File: config.mk
export PLATFORM = sky130hd
export DESIGN_NAME = rau_front
export DESIGN_NICKNAME = d
export VERILOG_FILES = /design/src/sv/rau_pkg.sv /design/src/sv/rau_front.sv
export SDC_FILE = /design/constraint.sdc
export NUM_CORES = 1
export LEC_CHECK = 0
export CAP_MARGIN = 30
export CORE_AREA = 2 2 205 207
export DETAILED_ROUTE_END_ITERATION = 8
export DIE_AREA = 0 0 207 209
export DONT_BUFFER_PORTS = 1
export MAX_ROUTING_LAYER = met4
export PLACE_DENSITY_LB_ADDON = 0.08
export SLEW_MARGIN = 20
export SYNTH_ARGS = -nofsm -noshare
export SYNTH_HDL_FRONTEND = slang
export SYNTH_SLANG_ARGS = --single-unit
File: constraint.sdc
create_clock -name vclk -period 2.7
set_input_delay 0 -clock vclk [all_inputs]
set_output_delay 0 -clock vclk [all_outputs]
set_load 0.005 [all_outputs]
File: src/sv/rau_pkg.sv
// Shared types, codes and field layout for the rational arithmetic unit.
`default_nettype none
package rau_pkg;

  localparam int unsigned NUM_W = 64;
  localparam int unsigned DEN_W = 63;
  localparam int unsigned FUNC_W = 4;

  localparam int unsigned IN_TDATA_W = 256;
  localparam int unsigned IN_TUSER_W = 4;
  localparam int unsigned OUT_TDATA_W = 128;
  localparam int unsigned OUT_TUSER_W = 5;

  localparam int unsigned A_NUM_LSB = 0;
  localparam int unsigned A_DEN_LSB = 64;
  localparam int unsigned B_NUM_LSB = 127;
  localparam int unsigned B_DEN_LSB = 191;

  localparam int unsigned QUEUE_DEPTH = 2;
  localparam int unsigned QPTR_W = 1;
  localparam int unsigned QCNT_W = 2;

  typedef enum logic [FUNC_W-1:0] {
    FN_ADD   = 4'd0,
    FN_SUB   = 4'd1,
    FN_MUL   = 4'd2,
    FN_DIV   = 4'd3,
    FN_NEG   = 4'd4,
    FN_RECIP = 4'd5,
    FN_ABS   = 4'd6,
    FN_CMP   = 4'd7,
    FN_MOD   = 4'd8,
    FN_MAX   = 4'd9,
    FN_MIN   = 4'd10
  } func_e;

  typedef enum logic [1:0] {
    ST_OK       = 2'd0,
    ST_DIV_ZERO = 2'd1,
    ST_NOT_INT  = 2'd2,
    ST_RANGE    = 2'd3
  } status_e;

  typedef enum logic [3:0] {
    BK_IDLE,
    BK_RED_START,
    BK_RED_GCD,
    BK_RED_DIV,
    BK_MUL_START,
    BK_MUL,
    BK_COMBINE,
    BK_MOD,
    BK_FIN
  } back_state_e;

  // Operands are held zero-padded to 64 bits; the back end uses the low bits.
  typedef struct packed {
    func_e       func;
    status_e     status;
    logic [63:0] a_num;
    logic [63:0] a_den;
    logic [63:0] b_num;
    logic [63:0] b_den;
  } entry_t;

  typedef struct packed {
    logic [NUM_W-1:0] num;
    logic [DEN_W-1:0] den;
    status_e          status;
    logic             less;
    logic             equal;
    logic             greater;
  } result_t;

endpackage
`default_nettype wire

File: src/sv/rau_front.sv
// Front end: accepts words, masks operands and resolves operand errors.
`default_nettype none
module rau_front #(
  parameter int unsigned W = 64
) (
  input  wire logic                                s_axis_tvalid,
  output logic                                     s_axis_tready,
  input  wire logic [rau_pkg::IN_TDATA_W-1:0]      s_axis_tdata,
  input  wire logic [rau_pkg::IN_TUSER_W-1:0]      s_axis_tuser,
  output logic                                     push_valid_o,
  input  wire logic                                push_ready_i,
  output rau_pkg::entry_t                          push_entry_o
);

  logic [rau_pkg::FUNC_W-1:0] raw;
  logic [W-1:0] a_num_w, b_num_w;
  logic [W-2:0] a_den_w, b_den_w;
  logic unary;
  rau_pkg::func_e   func;
  rau_pkg::status_e status;

  assign s_axis_tready = push_ready_i;
  assign push_valid_o  = s_axis_tvalid;

  always_comb begin
    raw     = s_axis_tuser[rau_pkg::FUNC_W-1:0];
    a_num_w = s_axis_tdata[rau_pkg::A_NUM_LSB +: W];
    a_den_w = s_axis_tdata[rau_pkg::A_DEN_LSB +: (W-1)];
    b_num_w = s_axis_tdata[rau_pkg::B_NUM_LSB +: W];
    b_den_w = s_axis_tdata[rau_pkg::B_DEN_LSB +: (W-1)];
    unary   = raw inside {rau_pkg::FN_NEG, rau_pkg::FN_RECIP, rau_pkg::FN_ABS};
    func    = rau_pkg::FN_ADD;
    status  = rau_pkg::ST_OK;
    if (raw > rau_pkg::FN_MIN) begin
      status = rau_pkg::ST_RANGE;
    end else begin
      func = rau_pkg::func_e'(raw);
      if (a_den_w == '0 || (!unary && b_den_w == '0)) begin
        status = rau_pkg::ST_DIV_ZERO;
      end else begin
        case (func)
          rau_pkg::FN_DIV: begin
            if (b_num_w == '0) status = rau_pkg::ST_DIV_ZERO;
          end
          rau_pkg::FN_RECIP: begin
            if (a_num_w == '0) status = rau_pkg::ST_DIV_ZERO;
          end
          rau_pkg::FN_MOD: begin
            if (a_den_w != (W-1)'(1) || b_den_w != (W-1)'(1)) begin
              status = rau_pkg::ST_NOT_INT;
            end else if (b_num_w == '0) begin
              status = rau_pkg::ST_DIV_ZERO;
            end
          end
          default: ;
        endcase
      end
    end
    push_entry_o.func   = func;
    push_entry_o.status = status;
    push_entry_o.a_num  = 64'(a_num_w);
    push_entry_o.a_den  = 64'(a_den_w);
    push_entry_o.b_num  = 64'(b_num_w);
    push_entry_o.b_den  = 64'(b_den_w);
  end

endmodule
`default_nettype wire

==> results.yml <==
outcome:
  outcome: "completed"
timing:
  tightest_slew_ns: 0.884
  relSlewSlack_pct: 40.6
  slew_violations: 0
  fmax_ghz: 0.598
  finalHoldViolCount: 0
  rsz0062_at_grt: "no"
  setup_tns_ns: 0
  fin_crit_sh_pct: 62.0
  post-route-min-period_ns: 1.67
  setup_violations: 0
min_path:
  hold_end: "push_entry_o[194]"
  hold_path_depth: 0
  hp-start: "s_axis_tdata[2]"
  hold_path_class: "input pin to primary output"
yosys:
  synthTopCellsByArea: "buf_4, nor4_1, nand4_1"
  synth_top_area_share_pct: 73.9
  syn_area_per_cell_sq_um: 7.16
  ys_warn_count: 0
  synth_top_area_cell: "buf_4"
  synth_xor_area_share_pct: 0
  synth_top_family_by_area: "buffers and inverters"
  yosys.area_share.simple_pct: 24.5
  synth_compound_area_share_pct: 1.15
  synth_area_sq_um: 2620
  yosysSeqAreaShare_pct: 0
  synth.distinct_cells: 21
  postSynthCellCount: 366
  synthAdderAreaFrac_pct: 0
  synthMuxAreaShare_pct: 0
placement:
  io_buffers: 0
  globalplace.congestion: 0.753
  dpl.hpwl_mm: 10.5
floorplanning:
  dieArea_sq_um: 43300
  fp.coreArea_sq_um: 41300
  ioPinCount: 526
  die_y_microns: 209
  fp.dieW_microns: 207
  rows: 75
  start_util_pct: 6.35
global_routing:
  grt_use_total_pct: 4.80
  grt_pass1_vias: 1791
  grt_start_max_net_pins: 6
  grt_pass1_wl_mm: 14.5
  antenna_found_initial: 6
  overflow: 0
route:
  wl_per_cell_microns: 17.6
  drt-vias-per-instance: 2.47
  drtPass1Iterations: 4
  num_vias: 1623
  wl_mm: 11.5
  post-route-drc-count: 0
  antenna_left: 0
  drt_iter0_markers: 57
worst_setup_path:
  crit_chain: "nor4_1, nand4_1, nor4_1, buf_4, nand4_1, nor3_1, or3_1"
  slowest_delay_ns: 0.56
  end_kind: "primary output"
  crit_start: "s_axis_tdata[98]"
  path_max_fanout: 2
  worstPathRequired_ns: 2.70
  start_kind: "input pin"
  worst_ep_arrival_time_ns: 1.67
  critical_path_class: "input pin to primary output"
  slowest_stage: "nor4_1"
final_layout:
  seq_area_sq_um: 0
  seq_cells: 0
  nets: 375
  utilization_pct: 3.37
  drive_above_1_share_pct: 6.31
  fillers: 4943
  nClkBuffers: 0
  area_growth_pct: -46.9
power_and_ir_drop:
  pwr-share-seq_pct: 0
  p_per_area_nw_per_um2: 26.2
  cell_internal_pwr_w: 0.0000189
  p_comb_share_pct: 100.0
  vdd_drop_max_uv: 22.2
  pwr-share-clk_pct: 0
  leakagePower_nw: 0.125
  switchingPower_w: 0.0000176
  power_w: 0.0000365
  power_switching_share_pct: 48.3
clock_network:
  post_cts_buffers: 0
  cts_resized: 0
  cts_hold_buf: 0
flow_run:
  maxCapViolations: 0
-- kinds of logic after synthesis --
kind of cell | after synthesis
buffers and inverters | 260
and+or+nand+nor | 100
AOI/OAI and AO/OA | 5
other | 1
-- cell usage after synthesis, types with 2 or more instances --
| cell type | instances |
|---|---|
| nor4_2 | 3 |
| buf_4 | 258 |
| nand3_1 | 2 |
| nand2_1 | 4 |
| inv_1 | 2 |
| nand4_1 | 15 |
| and2_1 | 2 |
| nor3_1 | 3 |
| o21ai_1 | 2 |
| nor4_1 | 60 |
| nor2_1 | 5 |
-- cell type report --
| class | instances | area, sq um | share of cell area, % |
|---|---|---|---|
| multi-input combinational | 107 | 681 | 48.9 |
| antenna | 6 | 15.0 | 1.08 |
| timing repair buffer | 2 | 15.0 | 1.08 |
| tap | 539 | 674 | 48.4 |
| inverter | 2 | 7.51 | 0.539 |
-- power by group through the flow --
stage / clock, W / combinational, W / sequential (W)
2_1_floorplan: 0 / 0.000339 / 0
3_3_place_gp: 0 / 0.0000361 / 0
3_5_place_dp: 0 / 0.0000366 / 0
4_1_cts: 0 / 0.0000368 / 0
5_1_grt: 0.000000000299 / 0.0000399 / 0
6_report: 0.000000000300 / 0.0000365 / 0
-- worst max path at each step --
| stage | to | slack (ns) | cells past startpoint |
|---|---|---|---|
| 2_1_floorplan | push_entry_o[256] | 1.57 | 5 |
| 3_3_place_gp | push_entry_o[256] | 1.08 | 7 |
| 3_5_place_dp | push_entry_o[256] | 1.04 | 7 |
| 4_1_cts | push_entry_o[256] | 1.02 | 7 |
| 5_1_grt | push_entry_o[256] | 0.86 | 7 |
| 6_report | push_entry_o[256] | 1.03 | 7 |
-- through the flow --
| step | setup slack (ns) | instance area [sq um] | hold slack (ns) | std cells |
|---|---|---|---|---|
| 2_1_floorplan | 1.57 | 2630 | 0.0332 | 367 |
| 3_3_place_gp | 1.08 | 1380 | 0.0000346 | 650 |
| 3_5_place_dp | 1.04 | 1380 | 0.0000346 | 650 |
| 4_1_cts | 1.02 | 1380 | 0.0000346 | 650 |
| 5_1_grt | 0.863 | 1390 | 0.00000661 | 656 |
| 6_report | 1.03 | 1390 | 0.00000257 | 656 |
-- worst max-delay path, delay by kind of cell --
family	cells	cell delay [ns]
buffers and inverters	1	0.20
and+or+nand+nor	6	1.47
-- cells in the final DEF, fill, tap and decap left out, drive strengths merged --
| master | count |
|---|---|
| diode | 6 |
| conb | 2 |
| nor3 | 3 |
| nand3 | 2 |
| and2b | 1 |
| o21ai | 2 |
| nor3b | 1 |
| buf | 2 |
| or3 | 1 |
| nand2 | 4 |
| a22oi | 1 |
| nand4 | 16 |
| inv | 2 |
| o211ai | 1 |
| or4 | 1 |
| nor2 | 5 |
| a21oi | 1 |
| nor4b | 1 |
| nor4 | 63 |
| and2 | 2 |
-- metal layers --
metal / up-vias / part of all wire [%] / GRT usage [%]
met5: - / 0 / -
met4: 0 / 9.4 / 3.97
met3: 65 / 11 / 1.41
met2: 300 / 47 / 8.09
met1: 751 / 32 / 4.55
li1: 507 / - / -
Note: power is estimated with default switching activity, not from simulation.
